### src/assert_macros.svh
// Assertion macros used by the RTL top level of the RSI block.
// Each macro expects i_clk and i_rst_n to be visible where it is used.
`ifndef ASSERT_MACROS_SVH
`define ASSERT_MACROS_SVH

// Same-cycle implication, disabled during reset.
`define ASSERT_IMP(label, a, c, msg) \
    label: assert property (@(posedge i_clk) disable iff (!i_rst_n) (a) |-> (c)) \
        else $error(msg);

// Next-cycle implication, disabled during reset.
`define ASSERT_NXT(label, a, c, msg) \
    label: assert property (@(posedge i_clk) disable iff (!i_rst_n) (a) |=> (c)) \
        else $error(msg);

`endif

### src/rsi_pkg.sv
// Package of the RSI block: fixed widths, constants and the divider interface types.
// Used by rsi_div, relative_strength_index and the testbench; depends on nothing.
package rsi_pkg;

    localparam int AVG_BITS    = 56;
    localparam int DIV_W       = AVG_BITS + 1;
    localparam int STEP_W      = $clog2(DIV_W + 1);
    localparam int PERIOD_BITS = 8;
    localparam int RSI_BITS    = 23;
    localparam int RATIO_SHIFT = 18;
    localparam int G25_W       = AVG_BITS + 5;

    localparam logic [PERIOD_BITS-1:0] PERIOD_RESET = 8'd14;
    localparam logic [PERIOD_BITS-1:0] COUNT_MAX    = 8'd255;
    localparam logic [RSI_BITS-1:0]    RSI_FULL     = 23'd6553600;

    typedef struct packed {
        logic              start;
        logic [STEP_W-1:0] steps;
        logic [DIV_W-1:0]  rem;
        logic [DIV_W-1:0]  num;
        logic [DIV_W-1:0]  den;
    } t_div_req;

    typedef struct packed {
        logic             busy;
        logic             done;
        logic [DIV_W-1:0] quot;
    } t_div_rsp;

endpackage

### src/rsi_div.sv
// Shared restoring divider of the RSI block, one quotient bit per cycle.
// Depends on rsi_pkg for widths and the request and response types.
module rsi_div (
    input  logic               i_clk,
    input  logic               i_rst_n,
    input  rsi_pkg::t_div_req  i_req,
    output rsi_pkg::t_div_rsp  o_rsp
);
    import rsi_pkg::*;

    logic              r_busy;
    logic              r_done;
    logic [STEP_W-1:0] r_cnt;
    logic [DIV_W-1:0]  r_rem;
    logic [DIV_W-1:0]  r_num;
    logic [DIV_W-1:0]  r_den;
    logic [DIV_W-1:0]  r_quot;
    logic [DIV_W:0]    shifted;
    logic [DIV_W+1:0]  diff;
    logic              fits;

    assign shifted = {r_rem, r_num[DIV_W-1]};
    assign diff    = {1'b0, shifted} - {2'b00, r_den};
    assign fits    = !diff[DIV_W+1];

    always_ff @(posedge i_clk) begin
        if (!i_rst_n) begin
            r_busy <= 1'b0;
            r_done <= 1'b0;
            r_cnt  <= '0;
        end else begin
            r_done <= 1'b0;
            if (i_req.start) begin
                r_busy <= 1'b1;
                r_cnt  <= i_req.steps;
            end else if (r_busy) begin
                r_cnt <= r_cnt - STEP_W'(1);
                if (r_cnt == STEP_W'(1)) begin
                    r_busy <= 1'b0;
                    r_done <= 1'b1;
                end
            end
        end
    end

    always_ff @(posedge i_clk) begin
        if (i_req.start) begin
            r_rem  <= i_req.rem;
            r_num  <= i_req.num;
            r_den  <= i_req.den;
            r_quot <= '0;
        end else if (r_busy) begin
            r_rem  <= fits ? diff[DIV_W-1:0] : shifted[DIV_W-1:0];
            r_num  <= {r_num[DIV_W-2:0], 1'b0};
            r_quot <= {r_quot[DIV_W-2:0], fits};
        end
    end

    assign o_rsp = '{busy: r_busy, done: r_done, quot: r_quot};

endmodule

### src/relative_strength_index.sv
// Top level of the RSI block: sequencer, series state and output register.
// Depends on rsi_pkg, rsi_div and assert_macros.svh.
//
// Usage:
// The input channel carries one closing price and a series start flag per
// transfer (i_valid, o_stall). The output channel carries one RSI value in
// unsigned Q7.16 per transfer (o_valid, i_stall). The period register is
// written through i_cfg_we and i_cfg_wdata; the user must write it only
// while the block is idle, and the block itself does not enforce this.
// The first P prices of a series give no result. A warm-up price adds its
// gain and loss to the sums; on the price that ends warm-up both sums are
// divided by P on the shared divider (57 steps each). A later price runs two
// 57-step smoothing divisions and one 23-step ratio division, then loads the
// output register; with a zero average loss the ratio division is skipped.
// o_stall is high from the transfer until the sequencer is back in idle.
// A result waits in its own state while the output register still holds an
// unaccepted value, so a stalled receiver holds off the next input transfer.
// Reset clears the series state and the output valid and sets the period to 14.
`include "assert_macros.svh"

module relative_strength_index #(
    parameter int PRICE_BITS = 32,
    parameter int FRAC_BITS  = 16
) (
    input  logic                            i_clk,
    input  logic                            i_rst_n,
    input  logic                            i_cfg_we,
    input  logic [rsi_pkg::PERIOD_BITS-1:0] i_cfg_wdata,
    input  logic                            i_valid,
    output logic                            o_stall,
    input  logic [PRICE_BITS-1:0]           i_price,
    input  logic                            i_series_start,
    output logic                            o_valid,
    input  logic                            i_stall,
    output logic [rsi_pkg::RSI_BITS-1:0]    o_rsi
);
    import rsi_pkg::*;

    typedef enum logic [2:0] {
        S_IDLE,
        S_WARM,
        S_SETUP,
        S_DIV,
        S_RATIO,
        S_OUT
    } t_state;

    typedef enum logic [2:0] {
        OP_WARM_GAIN,
        OP_WARM_LOSS,
        OP_SMOOTH_GAIN,
        OP_SMOOTH_LOSS,
        OP_RATIO
    } t_op;

    t_state                 r_state;
    t_op                    r_op;
    logic [PERIOD_BITS-1:0] r_period;
    logic [PRICE_BITS-1:0]  r_last;
    logic [PERIOD_BITS-1:0] r_count;
    logic [AVG_BITS-1:0]    r_gain;
    logic [AVG_BITS-1:0]    r_loss;
    logic [AVG_BITS-1:0]    r_xg;
    logic [AVG_BITS-1:0]    r_xl;
    logic                   r_hit;
    logic                   r_neg;
    logic [RSI_BITS-1:0]    r_res;
    logic                   r_o_valid;
    logic [RSI_BITS-1:0]    r_o_rsi;
    t_div_req               r_req;
    t_div_rsp               div_rsp;

    logic [PERIOD_BITS-1:0] p_eff;
    logic [PERIOD_BITS-1:0] base_count;
    logic [PERIOD_BITS-1:0] new_count;
    logic [PRICE_BITS-1:0]  base_last;
    logic [PRICE_BITS-1:0]  mag;
    logic                   up;
    logic [AVG_BITS-1:0]    dext;
    logic [AVG_BITS-1:0]    fixed;
    logic [AVG_BITS-1:0]    xg;
    logic [AVG_BITS-1:0]    xl;
    logic                   warm;
    logic                   hit;
    logic [AVG_BITS:0]      sum_g;
    logic [AVG_BITS:0]      sum_l;
    logic [AVG_BITS-1:0]    gain_sum;
    logic [AVG_BITS-1:0]    loss_sum;
    logic [AVG_BITS-1:0]    avg;
    logic [AVG_BITS-1:0]    x;
    logic                   neg;
    logic [DIV_W-1:0]       sdiv;
    logic [AVG_BITS-1:0]    q_avg;
    logic [AVG_BITS-1:0]    smooth_res;
    logic [G25_W-1:0]       g_ext;
    logic [G25_W-1:0]       g25;
    logic [DIV_W-1:0]       den;
    logic [RSI_BITS-1:0]    low_bits;

    always_comb begin
        p_eff      = (r_period == '0) ? PERIOD_BITS'(1) : r_period;
        base_count = i_series_start ? '0 : r_count;
        base_last  = i_series_start ? '0 : r_last;
        new_count  = (base_count == COUNT_MAX) ? COUNT_MAX : base_count + PERIOD_BITS'(1);
        up         = i_price > base_last;
        mag        = up ? i_price - base_last : base_last - i_price;
        dext       = AVG_BITS'(mag);
        fixed      = ((dext >> (AVG_BITS - FRAC_BITS)) != '0) ? '1 : (dext << FRAC_BITS);
        xg         = (base_count != '0 && up) ? fixed : '0;
        xl         = (base_count != '0 && !up) ? fixed : '0;
        warm       = base_count < p_eff;
        hit        = new_count == p_eff;

        sum_g    = {1'b0, r_gain} + {1'b0, r_xg};
        sum_l    = {1'b0, r_loss} + {1'b0, r_xl};
        gain_sum = sum_g[AVG_BITS] ? '1 : sum_g[AVG_BITS-1:0];
        loss_sum = sum_l[AVG_BITS] ? '1 : sum_l[AVG_BITS-1:0];

        avg  = (r_op == OP_SMOOTH_GAIN) ? r_gain : r_loss;
        x    = (r_op == OP_SMOOTH_GAIN) ? r_xg : r_xl;
        neg  = x < avg;
        sdiv = neg ? {1'b0, avg} - {1'b0, x} + DIV_W'(p_eff - PERIOD_BITS'(1))
                   : {1'b0, x} - {1'b0, avg};
        q_avg      = div_rsp.quot[AVG_BITS-1:0];
        smooth_res = r_neg ? avg - q_avg : avg + q_avg;

        g_ext    = G25_W'(r_gain);
        g25      = (g_ext << 4) + (g_ext << 3) + g_ext;
        den      = {1'b0, r_gain} + {1'b0, r_loss};
        low_bits = {g25[RSI_BITS-RATIO_SHIFT-1:0], {RATIO_SHIFT{1'b0}}};
    end

    always_ff @(posedge i_clk) begin
        if (!i_rst_n) begin
            r_state   <= S_IDLE;
            r_op      <= OP_SMOOTH_GAIN;
            r_period  <= PERIOD_RESET;
            r_last    <= '0;
            r_count   <= '0;
            r_gain    <= '0;
            r_loss    <= '0;
            r_o_valid <= 1'b0;
            r_req     <= '0;
        end else begin
            r_req.start <= 1'b0;
            if (i_cfg_we) begin
                r_period <= i_cfg_wdata;
            end
            if (r_o_valid && !i_stall) begin
                r_o_valid <= 1'b0;
            end
            unique case (r_state)
                S_IDLE: begin
                    if (i_valid) begin
                        r_last  <= i_price;
                        r_count <= new_count;
                        r_xg    <= xg;
                        r_xl    <= xl;
                        r_hit   <= hit;
                        r_op    <= OP_SMOOTH_GAIN;
                        if (i_series_start) begin
                            r_gain <= '0;
                            r_loss <= '0;
                        end
                        r_state <= warm ? S_WARM : S_SETUP;
                    end
                end
                S_WARM: begin
                    r_gain <= gain_sum;
                    r_loss <= loss_sum;
                    if (r_hit) begin
                        r_req <= '{start: 1'b1, steps: STEP_W'(DIV_W), rem: '0,
                                   num: DIV_W'(gain_sum), den: DIV_W'(p_eff)};
                        r_op    <= OP_WARM_GAIN;
                        r_state <= S_DIV;
                    end else begin
                        r_state <= S_IDLE;
                    end
                end
                S_SETUP: begin
                    r_neg   <= neg;
                    r_req   <= '{start: 1'b1, steps: STEP_W'(DIV_W), rem: '0,
                                 num: sdiv, den: DIV_W'(p_eff)};
                    r_state <= S_DIV;
                end
                S_DIV: begin
                    if (div_rsp.done) begin
                        unique case (r_op)
                            OP_WARM_GAIN: begin
                                r_gain <= q_avg;
                                r_req  <= '{start: 1'b1, steps: STEP_W'(DIV_W), rem: '0,
                                            num: DIV_W'(r_loss), den: DIV_W'(p_eff)};
                                r_op   <= OP_WARM_LOSS;
                            end
                            OP_WARM_LOSS: begin
                                r_loss  <= q_avg;
                                r_state <= S_IDLE;
                            end
                            OP_SMOOTH_GAIN: begin
                                r_gain  <= smooth_res;
                                r_op    <= OP_SMOOTH_LOSS;
                                r_state <= S_SETUP;
                            end
                            OP_SMOOTH_LOSS: begin
                                r_loss  <= smooth_res;
                                r_state <= S_RATIO;
                            end
                            OP_RATIO: begin
                                r_res   <= div_rsp.quot[RSI_BITS-1:0];
                                r_state <= S_OUT;
                            end
                        endcase
                    end
                end
                S_RATIO: begin
                    if (r_loss == '0) begin
                        r_res   <= RSI_FULL;
                        r_state <= S_OUT;
                    end else begin
                        r_req <= '{start: 1'b1, steps: STEP_W'(RSI_BITS),
                                   rem: DIV_W'(g25 >> (RSI_BITS - RATIO_SHIFT)),
                                   num: {low_bits, {(DIV_W - RSI_BITS){1'b0}}},
                                   den: den};
                        r_op    <= OP_RATIO;
                        r_state <= S_DIV;
                    end
                end
                S_OUT: begin
                    if (!r_o_valid || !i_stall) begin
                        r_o_valid <= 1'b1;
                        r_o_rsi   <= r_res;
                        r_state   <= S_IDLE;
                    end
                end
            endcase
        end
    end

    rsi_div u_div (
        .i_clk   (i_clk),
        .i_rst_n (i_rst_n),
        .i_req   (r_req),
        .o_rsp   (div_rsp)
    );

    assign o_stall = (r_state != S_IDLE);
    assign o_valid = r_o_valid;
    assign o_rsi   = r_o_rsi;

    `ASSERT_IMP(a_rsi_range, o_valid, o_rsi <= RSI_FULL, "RSI result above full scale")
    `ASSERT_NXT(a_div_entry, r_req.start, r_state == S_DIV && div_rsp.busy, "divider not started")
    `ASSERT_IMP(a_done_in_div, div_rsp.done, r_state == S_DIV, "divider done outside divide state")
    `ASSERT_IMP(a_idle_free, r_state == S_IDLE, !div_rsp.busy, "divider busy while idle")

endmodule

### config.mk
export PLATFORM = sky130hd
export DESIGN_NAME = relative_strength_index
export DESIGN_NICKNAME = d
export VERILOG_FILES = /design/src/rsi_pkg.sv /design/src/rsi_div.sv /design/src/relative_strength_index.sv
export VERILOG_INCLUDE_DIRS = /design/src /design/src/src
export SDC_FILE = /design/constraint.sdc
export NUM_CORES = 2
export LEC_CHECK = 0
export CORE_MARGIN = 2
export CORE_UTILIZATION = 61
export DETAILED_ROUTE_END_ITERATION = 12
export DONT_BUFFER_PORTS = 1
export GPL_TIMING_DRIVEN = 0
export PLACE_DENSITY = 0.77
export RECOVER_POWER = 50
export SLEW_MARGIN = 5
export SYNTH_ARGS = -nofsm -noshare
export SYNTH_HDL_FRONTEND = slang
export SYNTH_HIERARCHICAL = 1
export SYNTH_SLANG_ARGS = --single-unit
### constraint.sdc
create_clock -name i_clk -period 7.8 [get_ports i_clk]
set_input_delay 1.56 -clock i_clk [delete_from_list [all_inputs] [get_ports i_clk]]
set_output_delay 1.56 -clock i_clk [all_outputs]
set_load 0.02 [all_outputs]
After elaboration in Yosys (flattened, before gate mapping):

Index checks and enable logic that the tools add are counted.

* logic and storage cells: 159
* output and inout bits: 25
* input bits: 46
* latch bits: 0
* memories: 0
* bits in writable memories: 0
* flip-flop bits (word level): 740
* ROM bits: 0

* $lt $le $gt $ge: 3
* mux-type cells: 56
* equality and inequality tests: 24
* $mul: 0
* reductions and logical operators: 30
* shift operators: 0
* $add $sub $neg: 16
* bitwise gates (word level): 2
* divide/modulo/power cells: 0

Operators by type and width (number)
* $mux W178: 4
* $pmux W178 S4: 1
* $mux W56: 9
* $mux W57: 6
* $pmux W56 S3: 2
* $pmux W56 S2: 2
* $add A56 B56 Y57: 3
* $sub A56 B56 Y57: 2
* $mux W23: 3
* $mux W32: 2
* $sub A32 B32 Y32: 2
* $add A60 B59 Y61: 1
* $add A61 B56 Y61: 1
* $sub A58 B57 Y59: 1
* $add A57 B57 Y57: 1
* $add A56 B56 Y56: 1
* $logic_not A56 Y1: 1
* $lt A56 B56 Y1: 1
* $sub A56 B56 Y56: 1
* $pmux W23 S2: 1
* $gt A32 B32 Y1: 1
* $mux W3: 8
* $mux W8: 3
* $pmux W3 S4: 2
* other kinds (36): 72

Depth between registers and ports, before layout:

* depth in word-level cells: 7
* depth in mapped cells: 26
* gate-level depth less buffers: 21

Cells and area by module:

Netlist, hierarchy kept.

Modules (own cells, without submodules)
* relative_strength_index: seq. area each 10189.8 µm², instances 1, area an instance 46114.2 µm², cells an instance 6017
* rsi_div: seq. area each 6436.2 µm², instances 1, area an instance 13007.5 µm², cells an instance 1250

Least setup slack after synthesis:

No wires, ideal clock.

* path type: reg-to-reg
* start: register r_period[4]
* end: register r_req[102] (netlist bit)
* slack: 1.354 ns
* arrival time: 6.324 ns
* library setup time: 0.122 ns
* buffers on the path: 3
* data required time: 7.678 ns
* stages on the path, launching flop included: 23
* path through: dfxtp_1 > clkbuf_1 > or3_1 > or4_1 > o21ba_1 > clkbuf_1 > ha_1 > nand3b_1 > or3_1 > inv_1 > fa_1 > ha_1 > clkbuf_1 > a21o_1 > a21oi_1 > o21bai_1 > a221o_1 > a21oi_1 > o31ai_1 > a221oi_1 > o311ai_0 > and3_1 > a221o_1

* cells in the longest elaborated chain, start to end: 6

RTL lines
* start: declaration: RTL line relative_strength_index.sv:58 `logic [PERIOD_BITS-1:0] r_period;`
* start signal: assignment: RTL line relative_strength_index.sv:147 `r_period <= i_cfg_wdata;`
* $logic_not A8 Y1: RTL line relative_strength_index.sv:101 `p_eff = (r_period == '0) ? PERIOD_BITS'(1) : r_period;`
* $mux W8 *: RTL line relative_strength_index.sv:101
* $sub A8 B1 Y9 *: RTL line relative_strength_index.sv:122 `sdiv = neg ? {1'b0, avg} - {1'b0, x} + DIV_W'(p_eff - PERIOD_BITS'(1))`
* $add A57 B57 Y57 *: RTL line relative_strength_index.sv:122
* $mux W57 *: RTL line relative_strength_index.sv:122
* $pmux W178 S4 *: RTL line relative_strength_index.sv:152 `unique case (r_state)`
* end signal: assignment: RTL line relative_strength_index.sv:172 `r_req <= '{start: 1'b1, steps: STEP_W'(DIV_W), rem: '0,`
* end signal: assignment: RTL line relative_strength_index.sv:182 `r_req <= '{start: 1'b1, steps: STEP_W'(DIV_W), rem: '0,`
* end signal: assignment: RTL line relative_strength_index.sv:191 `r_req <= '{start: 1'b1, steps: STEP_W'(DIV_W), rem: '0,`
* end: declaration: RTL line relative_strength_index.sv:70 `t_div_req r_req;`

Mark *: on every way between the ends. The rest lies on a longest branch, timed or not.
A chain may end at the register's enable or synchronous reset.

Worst setup path after layout:

* start: register r_op[2]
* end: register r_req[102] (netlist bit)

* cells in the longest elaborated chain, start to end: 6
* elaborated cells on any way between the ends: 12

RTL lines
* start: declaration: RTL line relative_strength_index.sv:57 `t_op r_op;`
* start signal: assignment: RTL line relative_strength_index.sv:136 `r_op <= OP_SMOOTH_GAIN;`
* start signal: assignment: RTL line relative_strength_index.sv:160 `r_op <= OP_SMOOTH_GAIN;`
* start signal: assignment: RTL line relative_strength_index.sv:174 `r_op <= OP_WARM_GAIN;`
* $eq A3 B2 Y1: RTL line relative_strength_index.sv:119, relative_strength_index.sv:120
* $mux W56 (on tied branches): RTL line relative_strength_index.sv:119, relative_strength_index.sv:120
* $sub A56 B56 Y57: RTL line relative_strength_index.sv:122
* $add A57 B57 Y57: RTL line relative_strength_index.sv:122
* $mux W57: RTL line relative_strength_index.sv:122
* $pmux W178 S4: RTL line relative_strength_index.sv:152

Parallel ways exist; a longest one is shown, timed or not.

==> flow_summary.ini <==
[outcome]
run_status = complete, but fails checks
violations = design-rule violations, max-capacitance violations, max-slew violations, negative setup slack

[sta]
setup_viol = 4
tns_ns = -0.185
fin_crit_sh_pct = 101
rsz0062_at_grt = no
max_slew.worst_pin.slew_ns = 2.87
hold_viol_final = 0
period_needed_ns = 7.91
fmaxAchievable_mhz = 126
fin_ws_ns = -0.106
slew_viol_final = 166
slew_headroom_pct = -91.5
fin_skew_ns = 0.0312

[drt]
drt_pre_antenna_iters = 13
routed_wl_um = 256000
via_per_inst = 6.90
remaining_drc_errors = 3
vias = 60055
routedWlPerCell_um = 29.4
ant_nets = 0
drt_iter0_drc = 9170

[clock_tree]
clk_pin_slew_worst_paths_ns = 0.07
numClockSinks = 688
clockBufferDepth = 3
clock_latency_ns = 0.69
cts-hold-fix-buffers = 0
cts_tree = yes
cts_max_level = 3
cts_made_buffers = 77
root_buffer = clkbuf_16

[place]
place_inst = 8549
port_buffers = 0
hpwl_um = 200000
gp_congestion = 1.17
place_area_mm2 = 0.0609

[yosys]
synth_nets = 7917
yosys_warnings = 6
synthCells = 7263
syn_area_mm2 = 0.0591
avgSynthCellArea_um2 = 8.13

[floorplanning]
die_h_um = 315
die-area_mm2 = 0.0994
die_w_um = 315
core-area_mm2 = 0.0963
start_util_pct = 61.4
io_pins = 71
fp-row-count = 114

[worst_setup_path]
worstPathRequired_ns = 8.36
cp_data_arrival_time_ns = 8.47
critical-path-max-stage-delay_ns = 0.69
cp-start-kind = flop
worstSetupPathType = flop to flop
cpMostUsedCell = buf_2
worst_path_dominant_cell_family = compound AO/OA/AOI/OAI gates
worst-path-buf-inv = 9
cp_cell_sequence = buf_2 > nor3b_1 > clkbuf_4 > clkbuf_4 > buf_2 > buf_2 > clkbuf_2 > clkbuf_2 > nand2_1 > nand2_1 > inv_1 > ha_1 > inv_1 > ha_1 > a31o_2 > a21o_1 > a211oi_1 > o21ai_1 > a21oi_1 > o31ai_1 > a221oi_1 > o311ai_0 > and3_1 > a221o_1
crit_path_max_fanout = 10
critPathSlowestCell = a221oi_1
end_kind = flop

[final_layout]
nNetsFinal = 8007
drive_above_1_share_pct = 4.81
syn_to_final_growth_pct = 7.76
layoutNonFillerInstCount = 8704
stdcell_area_mm2 = 0.0637
fillCellCount = 8070

[grt]
grt_max_degree = 44
grt_overflow = 0
grt_pass1_vias = 56047
antenna_found_initial = 20
grt_usage_pct = 50.2
grt_first_pass_wirelength_um = 366000

[power]
ir_worst_vdd_v = 0.000234
p_per_area_mw_per_mm2 = 419
power.total_mw = 26.6
p_leak_nw = 27.5

[run]
maxCapViolations = 8

[hold_path]
hold_path_class = flop to flop
## power breakdown
part | internal, mW | switching [mW]
clock | 2.28 | 1.72
sequential | 4.75 | 0.807
combinational | 5.39 | 11.7
total | 12.4 | 14.2
## metrics by stage
stage	worst slack (ns)	util (%)	hold WS [ns]
4_1_cts	0.0737	66.1	0.399
6_report	-0.106	66.1	0.409
5_1_grt	0.0101	66.1	0.409
2_1_floorplan	1.35	-	0.400
3_3_place_gp	-0.984	63.0	0.402
3_5_place_dp	-0.566	63.2	0.405
## repair_timing
action / 4_1_cts / 5_1_grt
resized for setup: 8 / 14
hold endpoints to repair: 0 / 0
buffers inserted: 0 / 0
setup endpoints to repair: 59 / 70
pin swaps: 0 / 0
## cells in the final DEF, fill, tap and decap left out, types with 59 or more instances in the layout
cell	count
o211ai_1	82
nand4_1	87
fa_1	92
xor2_1	161
mux2_2	59
o21bai_1	79
a211oi_1	79
o21ai_1	68
ha_1	516
nand2b_1	103
nor3_1	127
nor2_1	627
a21o_1	251
clkbuf_16	81
nand3_1	111
a21oi_1	655
clkbuf_1	316
o21ai_0	462
a22oi_1	76
inv_1	397
mux2i_1	133
edfxtp_1	283
xnor2_1	322
nor2b_1	73
dfxtp_1	405
nand2_1	806
a31oi_1	155
## per-layer routing
layer | up-vias | track usage (%) | share of wire (%)
met5 | - | 0 | 0.091
met4 | 28 | 37.7 | 9.4
met3 | 1143 | 17.9 | 14
met2 | 4270 | 74.7 | 41
met1 | 28202 | 59.4 | 35
li1 | 26412 | - | -
## cell type report
cell class	instances	area (um^2)	area share [%]
plain buffers	376	1560	2.45
flip-flops and latches	688	16600	26.1
clock inverters	47	584	0.918
inverters	399	1500	2.35
well taps	1276	1600	2.51
multi-input cells	5800	39500	62.1
clock buffers	97	2140	3.36
diodes	10	25.0	0.0393
repair buffers	11	130	0.204
## sequential cells by signal, indices dropped and copies added, names as in the netlist, 32 cells and up
register / flops
r_gain: 56
r_last: 32
r_loss: 56
r_req: 174
r_xg: 32
r_xl: 32
u_div/r_den: 57
u_div/r_num: 57
u_div/r_quot: 56
u_div/r_rem: 57
## path summary, 6_finish.rpt
check	start	to	slack, ns	cells past startpoint
worst max register to register	r_op[2]	r_req[102]	-0.11	24
worst min register to register	r_res[7]	o_rsi[7]	0.41	0
worst max-delay path	r_op[2]	r_req[102]	-0.11	24
worst min-delay path	r_res[7]	o_rsi[7]	0.41	0
No activity file was read; power rests on OpenSTA's default activity.
